<file path="src/rtl/hrz_pkg.sv">
// Shared types, constants and the zone mapping for the heart-rate zone tracker.
// Used by every module of the block; depends on nothing.
`default_nettype none
package hrz_pkg;

    localparam int HR_W    = 8;
    localparam int TIME_W  = 32;
    localparam int PCT_W   = 8;
    localparam int ZONE_W  = 3;
    localparam int SECS_W  = 16;
    localparam int MODE_W  = 2;
    localparam int CIDX_W  = 2;
    localparam int CDAT_W  = 8;
    localparam int DIGIT_W = 2;
    localparam int STEPS   = TIME_W / DIGIT_W;
    localparam int CNT_W   = $clog2(STEPS);
    localparam int DIVD_W  = 15;
    localparam int REM_W   = PCT_W + 1;
    localparam int NUM_ZONES = 6;

    localparam logic [HR_W-1:0]   HR_INVALID_LO = 8'd0;
    localparam logic [HR_W-1:0]   HR_INVALID_HI = 8'd255;
    localparam logic [PCT_W-1:0]  PCT_SAT       = 8'd255;
    localparam logic [PCT_W-1:0]  PCT_ZONE2     = 8'd60;
    localparam logic [PCT_W-1:0]  PCT_ZONE3     = 8'd70;
    localparam logic [PCT_W-1:0]  PCT_ZONE4     = 8'd80;
    localparam logic [PCT_W-1:0]  PCT_ZONE5     = 8'd90;
    localparam logic [ZONE_W-1:0] ZONE_1        = 3'd1;
    localparam logic [ZONE_W-1:0] ZONE_2        = 3'd2;
    localparam logic [ZONE_W-1:0] ZONE_3        = 3'd3;
    localparam logic [ZONE_W-1:0] ZONE_4        = 3'd4;
    localparam logic [ZONE_W-1:0] ZONE_5        = 3'd5;
    localparam logic [SECS_W-1:0] DELTA_SAT     = 16'hFFFF;

    localparam logic [MODE_W-1:0] MODE_OFF   = 2'd0;
    localparam logic [MODE_W-1:0] MODE_DWELL = 2'd1;
    localparam logic [MODE_W-1:0] MODE_PEAK  = 2'd2;

    localparam logic [CIDX_W-1:0] REG_MAX_HR = 2'd0;
    localparam logic [CIDX_W-1:0] REG_MODE   = 2'd1;
    localparam logic [CIDX_W-1:0] REG_DWELL  = 2'd2;

    localparam logic [HR_W-1:0]   RST_MAX_HR = 8'd190;
    localparam logic [MODE_W-1:0] RST_MODE   = MODE_OFF;
    localparam logic [HR_W-1:0]   RST_DWELL  = 8'd30;

    // control for the serial units: load operands, step one digit, low half
    typedef struct packed {
        logic ld;
        logic en;
        logic lo;
    } t_ser_ctl;

    // what the serial subtractor leaves once all digits have passed
    typedef struct packed {
        logic [SECS_W-1:0] lo;
        logic              hi_nz;
        logic              b_nz;
    } t_diff;

    function automatic logic [ZONE_W-1:0] f_zone(input logic [PCT_W-1:0] pct);
        logic [ZONE_W-1:0] z;
        if (pct < PCT_ZONE2)      z = ZONE_1;
        else if (pct < PCT_ZONE3) z = ZONE_2;
        else if (pct < PCT_ZONE4) z = ZONE_3;
        else if (pct < PCT_ZONE5) z = ZONE_4;
        else                      z = ZONE_5;
        return z;
    endfunction

endpackage
`default_nettype wire

</file>
<file path="src/rtl/hrz_div.sv">
// Bit-serial restoring divider: percent = 100 * heart rate / max rate, saturated.
// One quotient bit per step; uses hrz_pkg.
`default_nettype none
module hrz_div (
    input  wire logic                        i_clk,
    input  wire logic                        i_rst_n,
    input  wire logic                        i_ld,
    input  wire logic                        i_en,
    input  wire logic [hrz_pkg::HR_W-1:0]    i_hr,
    input  wire logic [hrz_pkg::HR_W-1:0]    i_den,
    output logic      [hrz_pkg::PCT_W-1:0]   o_pct
);
    logic [hrz_pkg::DIVD_W-1:0] r_divd, n_divd;
    logic [hrz_pkg::REM_W-1:0]  r_rem, n_rem;
    logic [hrz_pkg::PCT_W-1:0]  r_q, n_q;
    logic [hrz_pkg::HR_W-1:0]   r_den;
    logic                       r_ovf, n_ovf;
    logic [hrz_pkg::DIVD_W-1:0] hr_ext;
    logic [hrz_pkg::REM_W-1:0]  trial;
    logic                       ge;

    // 100 * hr as shifts and adds
    assign hr_ext = hrz_pkg::DIVD_W'(i_hr);
    assign trial  = {r_rem[hrz_pkg::REM_W-2:0], r_divd[hrz_pkg::DIVD_W-1]};
    assign ge     = trial >= {1'b0, r_den};

    always_comb begin
        n_divd = r_divd;
        n_rem  = r_rem;
        n_q    = r_q;
        n_ovf  = r_ovf;
        if (i_ld) begin
            n_divd = (hr_ext << 6) + (hr_ext << 5) + (hr_ext << 2);
            n_rem  = '0;
            n_q    = '0;
            n_ovf  = 1'b0;
        end else if (i_en) begin
            n_divd = {r_divd[hrz_pkg::DIVD_W-2:0], 1'b0};
            n_rem  = ge ? trial - {1'b0, r_den} : trial;
            n_q    = {r_q[hrz_pkg::PCT_W-2:0], ge};
            // a quotient bit falling off the top means the percent exceeds 255
            n_ovf  = r_ovf | r_q[hrz_pkg::PCT_W-1];
        end
    end

    always_ff @(posedge i_clk) begin
        r_divd <= n_divd;
        r_rem  <= n_rem;
        r_q    <= n_q;
        if (i_ld) r_den <= i_den;
        if (!i_rst_n) r_ovf <= 1'b0;
        else          r_ovf <= n_ovf;
    end

    assign o_pct = r_ovf ? hrz_pkg::PCT_SAT : r_q;
endmodule
`default_nettype wire

</file>
<file path="src/rtl/hrz_tsub.sv">
// Digit-serial timestamp subtractor a - b, two bits per step, least significant first.
// Keeps the low half of the difference, a high-half flag and a nonzero-b flag; uses hrz_pkg.
`default_nettype none
module hrz_tsub (
    input  wire logic                         i_clk,
    input  wire logic                         i_rst_n,
    input  wire hrz_pkg::t_ser_ctl            i_ctl,
    input  wire logic [hrz_pkg::TIME_W-1:0]   i_a,
    input  wire logic [hrz_pkg::TIME_W-1:0]   i_b,
    output hrz_pkg::t_diff                    o_diff
);
    logic [hrz_pkg::TIME_W-1:0]  r_a, r_b;
    logic [hrz_pkg::SECS_W-1:0]  r_lo;
    logic                        r_c, r_hi_nz, r_b_nz;
    logic [hrz_pkg::DIGIT_W:0]   dsum;

    assign dsum = {1'b0, r_a[hrz_pkg::DIGIT_W-1:0]}
                + {1'b0, ~r_b[hrz_pkg::DIGIT_W-1:0]}
                + {{hrz_pkg::DIGIT_W{1'b0}}, r_c};

    always_ff @(posedge i_clk) begin
        if (i_ctl.ld) begin
            r_a <= i_a;
            r_b <= i_b;
        end else if (i_ctl.en) begin
            r_a <= r_a >> hrz_pkg::DIGIT_W;
            r_b <= r_b >> hrz_pkg::DIGIT_W;
            if (i_ctl.lo)
                r_lo <= {dsum[hrz_pkg::DIGIT_W-1:0], r_lo[hrz_pkg::SECS_W-1:hrz_pkg::DIGIT_W]};
        end
        if (!i_rst_n) begin
            r_c     <= 1'b1;
            r_hi_nz <= 1'b0;
            r_b_nz  <= 1'b0;
        end else if (i_ctl.ld) begin
            r_c     <= 1'b1;
            r_hi_nz <= 1'b0;
            r_b_nz  <= 1'b0;
        end else if (i_ctl.en) begin
            r_c     <= dsum[hrz_pkg::DIGIT_W];
            r_b_nz  <= r_b_nz | (|r_b[hrz_pkg::DIGIT_W-1:0]);
            if (!i_ctl.lo)
                r_hi_nz <= r_hi_nz | (|dsum[hrz_pkg::DIGIT_W-1:0]);
        end
    end

    assign o_diff.lo    = r_lo;
    assign o_diff.hi_nz = r_hi_nz;
    assign o_diff.b_nz  = r_b_nz;
endmodule
`default_nettype wire

</file>
<file path="src/rtl/hrz_dur.sv">
// Per-zone duration counters with saturating add, one entry read and written a cycle.
// Uses hrz_pkg.
`default_nettype none
module hrz_dur #(
    parameter int DURATION_WIDTH = 16
) (
    input  wire logic                         i_clk,
    input  wire logic                         i_rst_n,
    input  wire logic [hrz_pkg::ZONE_W-1:0]   i_addr,
    input  wire logic [hrz_pkg::SECS_W-1:0]   i_delta,
    input  wire logic                         i_we,
    output logic      [hrz_pkg::SECS_W-1:0]   o_secs
);
    localparam int SW = ((DURATION_WIDTH > hrz_pkg::SECS_W) ? DURATION_WIDTH
                                                            : hrz_pkg::SECS_W) + 1;
    localparam logic [SW-1:0] DMAX = SW'((64'd1 << DURATION_WIDTH) - 64'd1);

    logic [DURATION_WIDTH-1:0] r_cnt [hrz_pkg::NUM_ZONES];
    logic [DURATION_WIDTH-1:0] rd;
    logic [SW-1:0]             sum, sat;
    logic                      in_range;

    assign in_range = i_addr < hrz_pkg::ZONE_W'(hrz_pkg::NUM_ZONES);
    assign rd       = in_range ? r_cnt[i_addr] : '0;
    assign sum      = SW'(rd) + SW'(i_delta);
    assign sat      = (sum > DMAX) ? DMAX : sum;
    assign o_secs   = sat[hrz_pkg::SECS_W-1:0];

    always_ff @(posedge i_clk) begin
        if (!i_rst_n) begin
            for (int k = 0; k < hrz_pkg::NUM_ZONES; k++) r_cnt[k] <= '0;
        end else if (i_we && in_range) begin
            r_cnt[i_addr] <= sat[DURATION_WIDTH-1:0];
        end
    end
endmodule
`default_nettype wire

</file>
<file path="src/rtl/heart_rate_zone_tracker.sv">
// Heart-rate zone tracker: percent of max rate, zone, per-zone time and vibrate request.
// A valid sample passes through S_RUN, where the 2-bit timestamp subtractors and the
// bit-serial divider step, then S_PREV and S_ZONE, which waits while a result is held.
// A new sample is taken only in S_IDLE; samples of 0 or 255 are dropped with no result.
// Reset (synchronous, active low) restores register defaults and clears all counters.
// Uses hrz_pkg, hrz_div, hrz_tsub, hrz_dur.
`default_nettype none
module heart_rate_zone_tracker #(
    parameter int DURATION_WIDTH = 16
) (
    input  wire logic                         i_clk,
    input  wire logic                         i_rst_n,
    input  wire logic                         i_cfg_we,
    input  wire logic [hrz_pkg::CIDX_W-1:0]   i_cfg_idx,
    input  wire logic [hrz_pkg::CDAT_W-1:0]   i_cfg_data,
    input  wire logic                         i_valid,
    output logic                              o_ready,
    input  wire logic [hrz_pkg::HR_W-1:0]     i_heart_rate,
    input  wire logic [hrz_pkg::TIME_W-1:0]   i_now_seconds,
    output logic                              o_valid,
    input  wire logic                         i_ready,
    output logic      [hrz_pkg::ZONE_W-1:0]   o_zone_number,
    output logic      [hrz_pkg::SECS_W-1:0]   o_zone_seconds,
    output logic      [hrz_pkg::PCT_W-1:0]    o_percent_of_max,
    output logic                              o_vibrate
);
    localparam logic [1:0] S_IDLE = 2'd0;
    localparam logic [1:0] S_RUN  = 2'd1;
    localparam logic [1:0] S_PREV = 2'd2;
    localparam logic [1:0] S_ZONE = 2'd3;
    localparam logic [hrz_pkg::CNT_W-1:0] CNT_LAST = hrz_pkg::CNT_W'(hrz_pkg::STEPS - 1);

    logic [1:0]                   r_state, n_state;
    logic [hrz_pkg::CNT_W-1:0]    r_cnt;
    logic [hrz_pkg::HR_W-1:0]     r_max_hr, r_dwell;
    logic [hrz_pkg::MODE_W-1:0]   r_mode;
    logic [hrz_pkg::TIME_W-1:0]   r_last_time, r_entry_time, r_now;
    logic [hrz_pkg::ZONE_W-1:0]   r_prev_zone, r_zone;
    logic [hrz_pkg::PCT_W-1:0]    r_pct;
    logic                         r_chg, r_vib;
    logic                         r_o_valid, r_o_vib;
    logic [hrz_pkg::ZONE_W-1:0]   r_o_zone;
    logic [hrz_pkg::SECS_W-1:0]   r_o_secs;
    logic [hrz_pkg::PCT_W-1:0]    r_o_pct;

    hrz_pkg::t_ser_ctl            ctl;
    hrz_pkg::t_diff               d_last, d_entry;
    logic [hrz_pkg::PCT_W-1:0]    div_pct;
    logic [hrz_pkg::ZONE_W-1:0]   n_zone, dur_addr;
    logic [hrz_pkg::SECS_W-1:0]   delta, dur_secs;
    logic                         accept, in_ok, out_free, chg_now, dwell_gt, vib_now, dur_we;

    assign accept   = i_valid && (r_state == S_IDLE);
    assign in_ok    = (i_heart_rate != hrz_pkg::HR_INVALID_LO) &&
                      (i_heart_rate != hrz_pkg::HR_INVALID_HI);
    assign out_free = !r_o_valid || i_ready;

    assign ctl.ld = accept && in_ok;
    assign ctl.en = r_state == S_RUN;
    assign ctl.lo = !r_cnt[hrz_pkg::CNT_W-1];

    hrz_div u_div (
        .i_clk   (i_clk),
        .i_rst_n (i_rst_n),
        .i_ld    (ctl.ld),
        .i_en    (ctl.en && (r_cnt != CNT_LAST)),
        .i_hr    (i_heart_rate),
        .i_den   (r_max_hr),
        .o_pct   (div_pct)
    );

    hrz_tsub u_sub_last (
        .i_clk   (i_clk),
        .i_rst_n (i_rst_n),
        .i_ctl   (ctl),
        .i_a     (i_now_seconds),
        .i_b     (r_last_time),
        .o_diff  (d_last)
    );

    hrz_tsub u_sub_entry (
        .i_clk   (i_clk),
        .i_rst_n (i_rst_n),
        .i_ctl   (ctl),
        .i_a     (i_now_seconds),
        .i_b     (r_entry_time),
        .o_diff  (d_entry)
    );

    // no previous sample: no time to charge
    assign delta = !d_last.b_nz ? '0 : (d_last.hi_nz ? hrz_pkg::DELTA_SAT : d_last.lo);

    assign n_zone   = hrz_pkg::f_zone(div_pct);
    assign chg_now  = n_zone != r_prev_zone;
    assign dwell_gt = d_entry.hi_nz || (|d_entry.lo[hrz_pkg::SECS_W-1:hrz_pkg::HR_W]) ||
                      (d_entry.lo[hrz_pkg::HR_W-1:0] > r_dwell);
    assign vib_now  = chg_now &&
                      (((r_mode == hrz_pkg::MODE_DWELL) && d_entry.b_nz && dwell_gt) ||
                       ((r_mode == hrz_pkg::MODE_PEAK) && (n_zone == hrz_pkg::ZONE_5)));

    // charge the zone being left first, then the current zone
    assign dur_addr = (r_state == S_PREV) ? r_prev_zone : r_zone;
    assign dur_we   = ((r_state == S_PREV) && chg_now) || ((r_state == S_ZONE) && out_free);

    hrz_dur #(
        .DURATION_WIDTH (DURATION_WIDTH)
    ) u_dur (
        .i_clk   (i_clk),
        .i_rst_n (i_rst_n),
        .i_addr  (dur_addr),
        .i_delta (delta),
        .i_we    (dur_we),
        .o_secs  (dur_secs)
    );

    always_comb begin
        n_state = r_state;
        unique case (r_state)
            S_IDLE: if (ctl.ld) n_state = S_RUN;
            S_RUN:  if (r_cnt == CNT_LAST) n_state = S_PREV;
            S_PREV: n_state = S_ZONE;
            S_ZONE: if (out_free) n_state = S_IDLE;
            default: n_state = S_IDLE;
        endcase
    end

    always_ff @(posedge i_clk) begin
        if (ctl.ld) r_now <= i_now_seconds;
        if (r_state == S_PREV) begin
            r_zone <= n_zone;
            r_pct  <= div_pct;
            r_chg  <= chg_now;
            r_vib  <= vib_now;
        end
        if ((r_state == S_ZONE) && out_free) begin
            r_o_zone <= r_zone;
            r_o_secs <= dur_secs;
            r_o_pct  <= r_pct;
            r_o_vib  <= r_vib;
        end

        if (!i_rst_n) begin
            r_state      <= S_IDLE;
            r_cnt        <= '0;
            r_max_hr     <= hrz_pkg::RST_MAX_HR;
            r_mode       <= hrz_pkg::RST_MODE;
            r_dwell      <= hrz_pkg::RST_DWELL;
            r_last_time  <= '0;
            r_entry_time <= '0;
            r_prev_zone  <= '0;
            r_o_valid    <= 1'b0;
        end else begin
            r_state <= n_state;
            r_cnt   <= ctl.en ? r_cnt + 1'b1 : '0;
            if (i_cfg_we) begin
                unique case (i_cfg_idx)
                    hrz_pkg::REG_MAX_HR: r_max_hr <= i_cfg_data;
                    hrz_pkg::REG_MODE:   r_mode   <= i_cfg_data[hrz_pkg::MODE_W-1:0];
                    hrz_pkg::REG_DWELL:  r_dwell  <= i_cfg_data;
                    default: ;
                endcase
            end
            // commit the item's state together with its result
            if ((r_state == S_ZONE) && out_free) begin
                r_last_time <= r_now;
                r_prev_zone <= r_zone;
                if (r_chg) r_entry_time <= r_now;
                r_o_valid <= 1'b1;
            end else if (i_ready) begin
                r_o_valid <= 1'b0;
            end
        end
    end

    assign o_ready          = r_state == S_IDLE;
    assign o_valid          = r_o_valid;
    assign o_zone_number    = r_o_zone;
    assign o_zone_seconds   = r_o_secs;
    assign o_percent_of_max = r_o_pct;
    assign o_vibrate        = r_o_vib;
endmodule
`default_nettype wire

</file>
<file path="config.mk">
export PLATFORM = sky130hd
export DESIGN_NAME = heart_rate_zone_tracker
export DESIGN_NICKNAME = d
export VERILOG_FILES = /design/src/rtl/hrz_pkg.sv /design/src/rtl/hrz_div.sv /design/src/rtl/hrz_tsub.sv /design/src/rtl/hrz_dur.sv /design/src/rtl/heart_rate_zone_tracker.sv
export SDC_FILE = /design/constraint.sdc
export NUM_CORES = 1
export LEC_CHECK = 0
export BUFFER_PORTS_ARGS = -buffer_cell sky130_fd_sc_hd__buf_2
export CAP_MARGIN = 30
export CORE_AREA = 2 2 241 243
export DETAILED_ROUTE_END_ITERATION = 16
export DIE_AREA = 0 0 243 245
export PLACE_DENSITY_LB_ADDON = 0.1
export SLEW_MARGIN = 5
export SYNTH_ARGS = -nofsm -noshare
export SYNTH_HDL_FRONTEND = slang
export SYNTH_SLANG_ARGS = --single-unit
</file>
<file path="constraint.sdc">
create_clock -name i_clk -period 9.8 [get_ports i_clk]
set_clock_uncertainty 0.15 [all_clocks]
set_input_delay 0.49 -clock i_clk [delete_from_list [all_inputs] [get_ports i_clk]]
set_output_delay 0.49 -clock i_clk [all_outputs]
set_load 0.01 [all_outputs]
</file>
Word-level counts from Yosys, hierarchy flattened
Memories as Yosys holds them, arrays and structs flattened.
Cells that the tools add are included.
- bits of input ports: 55
- memories: 1
- bits in writable memories: 96
- register bits after elaboration: 371
- equality and inequality tests: 15
- order comparisons: 8
- mux-type cells: 34
- bitwise gates (word level): 10
- add/sub/neg operators: 9
- reductions and logical operators: 38
- memory list (memory ; words ; width ; read ports ; clocked after memory_dff ; wr ports ; RTL line ; text):
    u_dur.r_cnt ; 6 ; 16 ; 1 ; 0 ; 6 ; hrz_dur.sv:18 ; logic [DURATION_WIDTH-1:0] r_cnt [hrz_pkg::NUM_ZONES];
- operator list (operator ; number):
    $mux 32 ; 8
    $mux 16 ; 5
    $mux 15 ; 2
    $lt 8x7->1 const B ; 3
    $add 16x16->17 ; 1
    $gt 17x16->1 const B ; 1
    $mux 8 ; 2
    $reduce_or 16->1 ; 1
    $add 14x13->15 ; 1
    $add 15x10->15 ; 1
    $mux 3 ; 5
    $reduce_and 2->1 ; 6
    $logic_and 1x1->1 ; 11
    $reduce_or 2->1 ; 5
    $ge 9x8->1 ; 1
    $eq 2x2->1 const B ; 4
    $gt 8x8->1 ; 1
    $lt 8x6->1 const B ; 1
    $mux 1 ; 8
    $ne 8x8->1 const B ; 1
    $pmux 2 s4 ; 1
    $reduce_bool 8->1 ; 1
    $reduce_or 8->1 ; 1
    $sub 8x8->8 ; 1
    other kinds (20) ; 42

Logic depth before layout (Yosys ltp)
- word-level depth: 15
- mapped depth: 18

Hierarchy
Synthesis repeated with hierarchy kept, for this count alone.
- cell total of the unflattened synthesis: 1580
- area, all modules: 20462.1 um2
- modules (own cells, without submodules) (module ; sequential area each (um2) ; cells an instance ; times used ; area an instance (um2)):
    hrz_tsub ; 2462.4 ; 170 ; 2 ; 3440.8
    heart_rate_zone_tracker ; 4033.9 ; 563 ; 1 ; 6062.1
    hrz_dur ; 2882.8 ; 433 ; 1 ; 5099.9
    hrz_div ; 970.9 ; 244 ; 1 ; 2418.6

Worst setup path after synthesis
No wires, ideal clock.
- path type: in2reg
- start: input i_heart_rate[2] in the netlist's numbering
- end: register u_sub_entry.r_lo[0] in the netlist's numbering (enable)
- path buffers: 2
- arrival time: 4.430 ns
- path slack: 4.759 ns
- library setup time: 0.461 ns
- stages: 8
- data required time: 9.189 ns
- cells stage by stage: inv_1 > ha_1 > nand4_1 > nand4_1 > inv_1 > clkbuf_1 > clkbuf_1 > nor3_1
- longest elaborated chain between the ends: 5
- elaborated cells between the ends (all ways): 6
- ends and longest elaborated chain (element ; RTL line ; text):
    from (decl) ; heart_rate_zone_tracker.sv:18 ; input wire logic [hrz_pkg::HR_W-1:0] i_heart_rate,
    $ne 8x8->1 or $reduce_bool 8->1 (tied branches) ; heart_rate_zone_tracker.sv:55, heart_rate_zone_tracker.sv:54 ;
    $logic_and 1x1->1 (*) ; heart_rate_zone_tracker.sv:54 ; assign in_ok = (i_heart_rate != hrz_pkg::HR_INVALID_LO) &&
    $logic_and 1x1->1 (*) ; heart_rate_zone_tracker.sv:58 ; assign ctl.ld = accept && in_ok;
    via u_div.i_ld ; hrz_div.sv:7 ; input wire logic i_ld,
    $not 1->1 (no source line) (*) ; -- ;
    $reduce_and 3->1 (no source line) (*) ; -- ;
    to (signal assigned) ; hrz_tsub.sv:29 ; r_lo <= {dsum[hrz_pkg::DIGIT_W-1:0], r_lo[hrz_pkg::SECS_W-1:hrz_pkg::DIGIT_W]};
    to (decl) ; hrz_tsub.sv:13 ; logic [hrz_pkg::SECS_W-1:0] r_lo;
The timed path passes the listed nets; every way through them passes the cells marked *.
A chain may end at the register's enable or synchronous reset.

==> impl_metrics.env <==
export IMPL_dpl_cell_count=2545
export IMPL_post_dp_cell_area_um2=20450
export IMPL_syn_num_nets=1874
export IMPL_design_die_area_um2=59540
export IMPL_synthArstFlopShare_pct=0
export IMPL_clkLatencyLatePin_ns=0.59
export IMPL_clockRootBuffer="clkbuf_16"
export IMPL_drtPass1Iterations=6
export IMPL_synth_xor_xnor_area_share_pct=0.7314
export IMPL_core_um2=57030
export IMPL_critPathSlowestCell="mux4_2"
export IMPL_synthToLayoutAreaGrowth_pct=18.30
export IMPL_fin_crit_sh_pct=53.58
export IMPL_synth_simple_area_share_pct=17.31
export IMPL_hold_class="input port to flop"
export IMPL_setup_tns_final_ns=0
export IMPL_die_y_um=245
export IMPL_grt_max_degree=82
export IMPL_grt_pass1_wl_um=74910
export IMPL_clkSinkCount=433
export IMPL_crit_path_end_kind="flop"
export IMPL_critPathLaunchType="flop"
export IMPL_synth_fa_ha_area_share_pct=4.806
export IMPL_overflow=0
export IMPL_worst_path_dominant_cell_family="compound AO/OA/AOI/OAI gates"
export IMPL_start_util_pct=33.60
export IMPL_drive_gt1_share_pct=13.79
export IMPL_synth_edff_count=318
export IMPL_clk_path_buf_depth=3
export IMPL_fmax_mhz=190.5
export IMPL_vias=12839
export IMPL_setup_viol=0
export IMPL_worstSetupPathType="flop to flop"
export IMPL_rsz0062_at_grt="false"
export IMPL_tightestPinTransition_ns=0.9176
export IMPL_htree_levels=2
export IMPL_vdd_ir_drop_max_mv=0.1684
export IMPL_synth_top_family_by_area="simple AND/OR/NAND/NOR gates"
export IMPL_ant_nets=0
export IMPL_top_level_ports=85
export IMPL_cts_tree="done"
export IMPL_path_max_fanout=20
export IMPL_synth_seq_area_share_pct=61.85
export IMPL_routed_wl_um=47120
export IMPL_cp_arrival_ns=5.40
export IMPL_place_gp_congestion=0.8923
export IMPL_synth_mux_area_fraction_pct=3.578
export IMPL_cp_required_ns=9.94
export IMPL_drc=0
export IMPL_grt_pass1_vias=12906
export IMPL_syn_area_per_cell_um2=10.94
export IMPL_chipWidth_um=243
export IMPL_stdcell_count=2679
export IMPL_synth_area_um2=19160
export IMPL_antenna_found_initial=1
export IMPL_stdcell_area_um2=22670
export IMPL_grt_usage_pct=16.02
export IMPL_crit_chain="inv_1, ha_1, buf_4, mux2i_4, buf_4, mux4_2, nand2_1, o21ai_0, ha_1, a21oi_1, o21ai_1, a221oi_4, nand2_2, a31oi_2, nor3_1"
export IMPL_synth_cell_types=80
export IMPL_n_antenna_cell=0
export IMPL_synth_compound_area_share_pct=8.476
export IMPL_wl_per_cell_um=17.59
export IMPL_ys_warn_count=0
export IMPL_final_util_pct=39.74
export IMPL_syn_instance_count=1752
export IMPL_post_cts_buffers=0
export IMPL_maxSlewHeadroom_pct=38.70
export IMPL_fin_crit_ns=5.251
export IMPL_portBuffers=84
export IMPL_leakagePower_nw=8.844
export IMPL_slew_viol_final=0
export IMPL_max_cap_viol_count=0
export IMPL_slowest_delay_ns=0.57
export IMPL_via_per_inst=4.792
export IMPL_cellPowerDensity_nw_per_um2=274.7
export IMPL_path_clk_slew_ns=0.06
export IMPL_finalHoldViolCount=0
export IMPL_row_count=88
export IMPL_status="complete, no violations"
export IMPL_crit_buf_inv=3
export IMPL_cts_made_buffers=50
export IMPL_fin_nets=1995
export IMPL_dp_hpwl_um=28970
export IMPL_fin_hold_ws_ns=0.03933
export IMPL_drt_iter0_drc=958
export IMPL_synth_ff_type="edfxtp_1"
export IMPL_synth_seq_cells=433
[tightest hold or removal path: stages]
cell	delay, ns
buf_2	0.12
nand2_1	0.06
nand3_1	0.07
[worst paths after layout]
| check | startpoint | end | slack (ns) | cells after the start |
|---|---|---|---|---|
| worst min register to register | r_pct[1] | o_percent_of_max[1] | 0.27 | 0 |
| worst max-delay path | r_state[0] | u_dur.r_cnt[1][14] | 4.55 | 15 |
| worst min-delay path | i_cfg_data[1] | r_max_hr[1] | 0.04 | 3 |
| worst max register to register | r_state[0] | u_dur.r_cnt[1][14] | 4.55 | 15 |
[metrics by stage]
| stage | power (W) | setup slack (ns) |
|---|---|---|
| after floorplan | 0.003770 | 4.759 |
| after global placement | 0.004262 | 4.642 |
| after detailed placement | 0.004287 | 4.587 |
| after CTS | 0.006310 | 4.560 |
| after global routing | 0.006609 | 4.212 |
| final | 0.006227 | 4.549 |
[what timing repair did]
item / CTS / global route
hold endpoints to repair: 43 / 0
hold buffers: 38 / 0
resized for setup: 0 / 0
[power by group]
group / leakage [nW] / internal [W] / switching [W] / total (W)
clock network: 0.861 / 0.00122 / 0.000759 / 0.00198
registers: 4.06 / 0.00256 / 0.000148 / 0.00271
logic: 3.92 / 0.000466 / 0.00107 / 0.00154
total: 8.84 / 0.00425 / 0.00198 / 0.00623
[cell type report]
cell class	count	area, um2
Clock buffer	68	1421
Clock inverter	25	329.1
Fill cell	5673	34370
Inverter	74	282.8
Multi-Input combinational cell	1166	6749
Sequential cell	433	11850
Tap cell	765	957.2
Timing Repair Buffer	148	1076
[logic make-up (layout without fill, tap and decap cells)]
kind of cell	count (synthesis)	after routing
compound gates	247	247
xor+xnor	16	16
fa+ha+maj	67	67
buf+inv	153	315
flops	433	433
mux	48	48
simple gates	788	788
[flip-flops by register name (all words and copies together), names as in the netlist, 29 cells and up]
| signal | count |
|---|---|
| r_last_time | 32 |
| u_sub_entry.r_b | 32 |
| u_sub_entry.r_a | 29 |
| u_sub_last.r_b | 32 |
| u_dur.r_cnt | 96 |
| r_entry_time | 32 |
| r_now | 32 |
[routing by layer]
| layer | up-vias | part of all wire (%) | wire [um] | GRT usage, % |
|---|---|---|---|---|
| met5 | - | 0.023 | 11 | 0 |
| met3 | 62 | 4.4 | 2078 | 2.854 |
| li1 | 6315 | - | - | - |
| met1 | 6228 | 47 | 22070 | 22.11 |
| met4 | 2 | 1.8 | 844 | 3.789 |
| met2 | 232 | 47 | 22120 | 26.23 |
[cell usage in the layout, fill, tap and decap left out, types with 5 or more instances in the layout]
master           n
nand2_1        504
edfxtp_1       318
nor2_1         156
dfxtp_1        115
a21oi_1        106
buf_2           84
inv_1           69
ha_1            56
clkbuf_16       52
o21ai_0         50
dlygate4sd3_1   38
mux2i_1         28
nor3_1          25
buf_4           22
nand3_1         20
nand4_1         18
mux4_2          16
fa_1            11
and2_1          10
xnor2_1         10
nor2_4          10
clkbuf_1        10
a21o_1           9
o21a_1           9
clkinv_2         9
bufinv_16        8
or2_2            7
o211ai_1         7
a211oi_1         7
clkinv_1         6
nor2b_1          6
a31oi_1          6
xor2_1           6
o31ai_2          6
clkbuf_8         6
o21ai_4          5
nor3_2           5
[Yosys cell counts, types with 10 or more instances]
library cell | n | area (um2)
a21oi_1 | 106 | 530.5
and2_1 | 10 | 62.56
clkbuf_1 | 54 | 202.7
dfxtp_1 | 115 | 2302
edfxtp_1 | 318 | 9549
fa_1 | 11 | 220.2
ha_1 | 56 | 700.7
inv_1 | 70 | 262.8
mux2i_1 | 30 | 300.3
mux4_2 | 16 | 360.4
nand2_1 | 506 | 1899
nand3_1 | 20 | 100.1
nand4_1 | 18 | 112.6
nor2_1 | 156 | 585.6
nor2_4 | 10 | 112.6
nor3_1 | 26 | 130.1
o21ai_0 | 50 | 250.2
o31ai_1 | 10 | 75.07
xnor2_1 | 10 | 87.58
No activity file was read; power rests on OpenSTA's default activity.
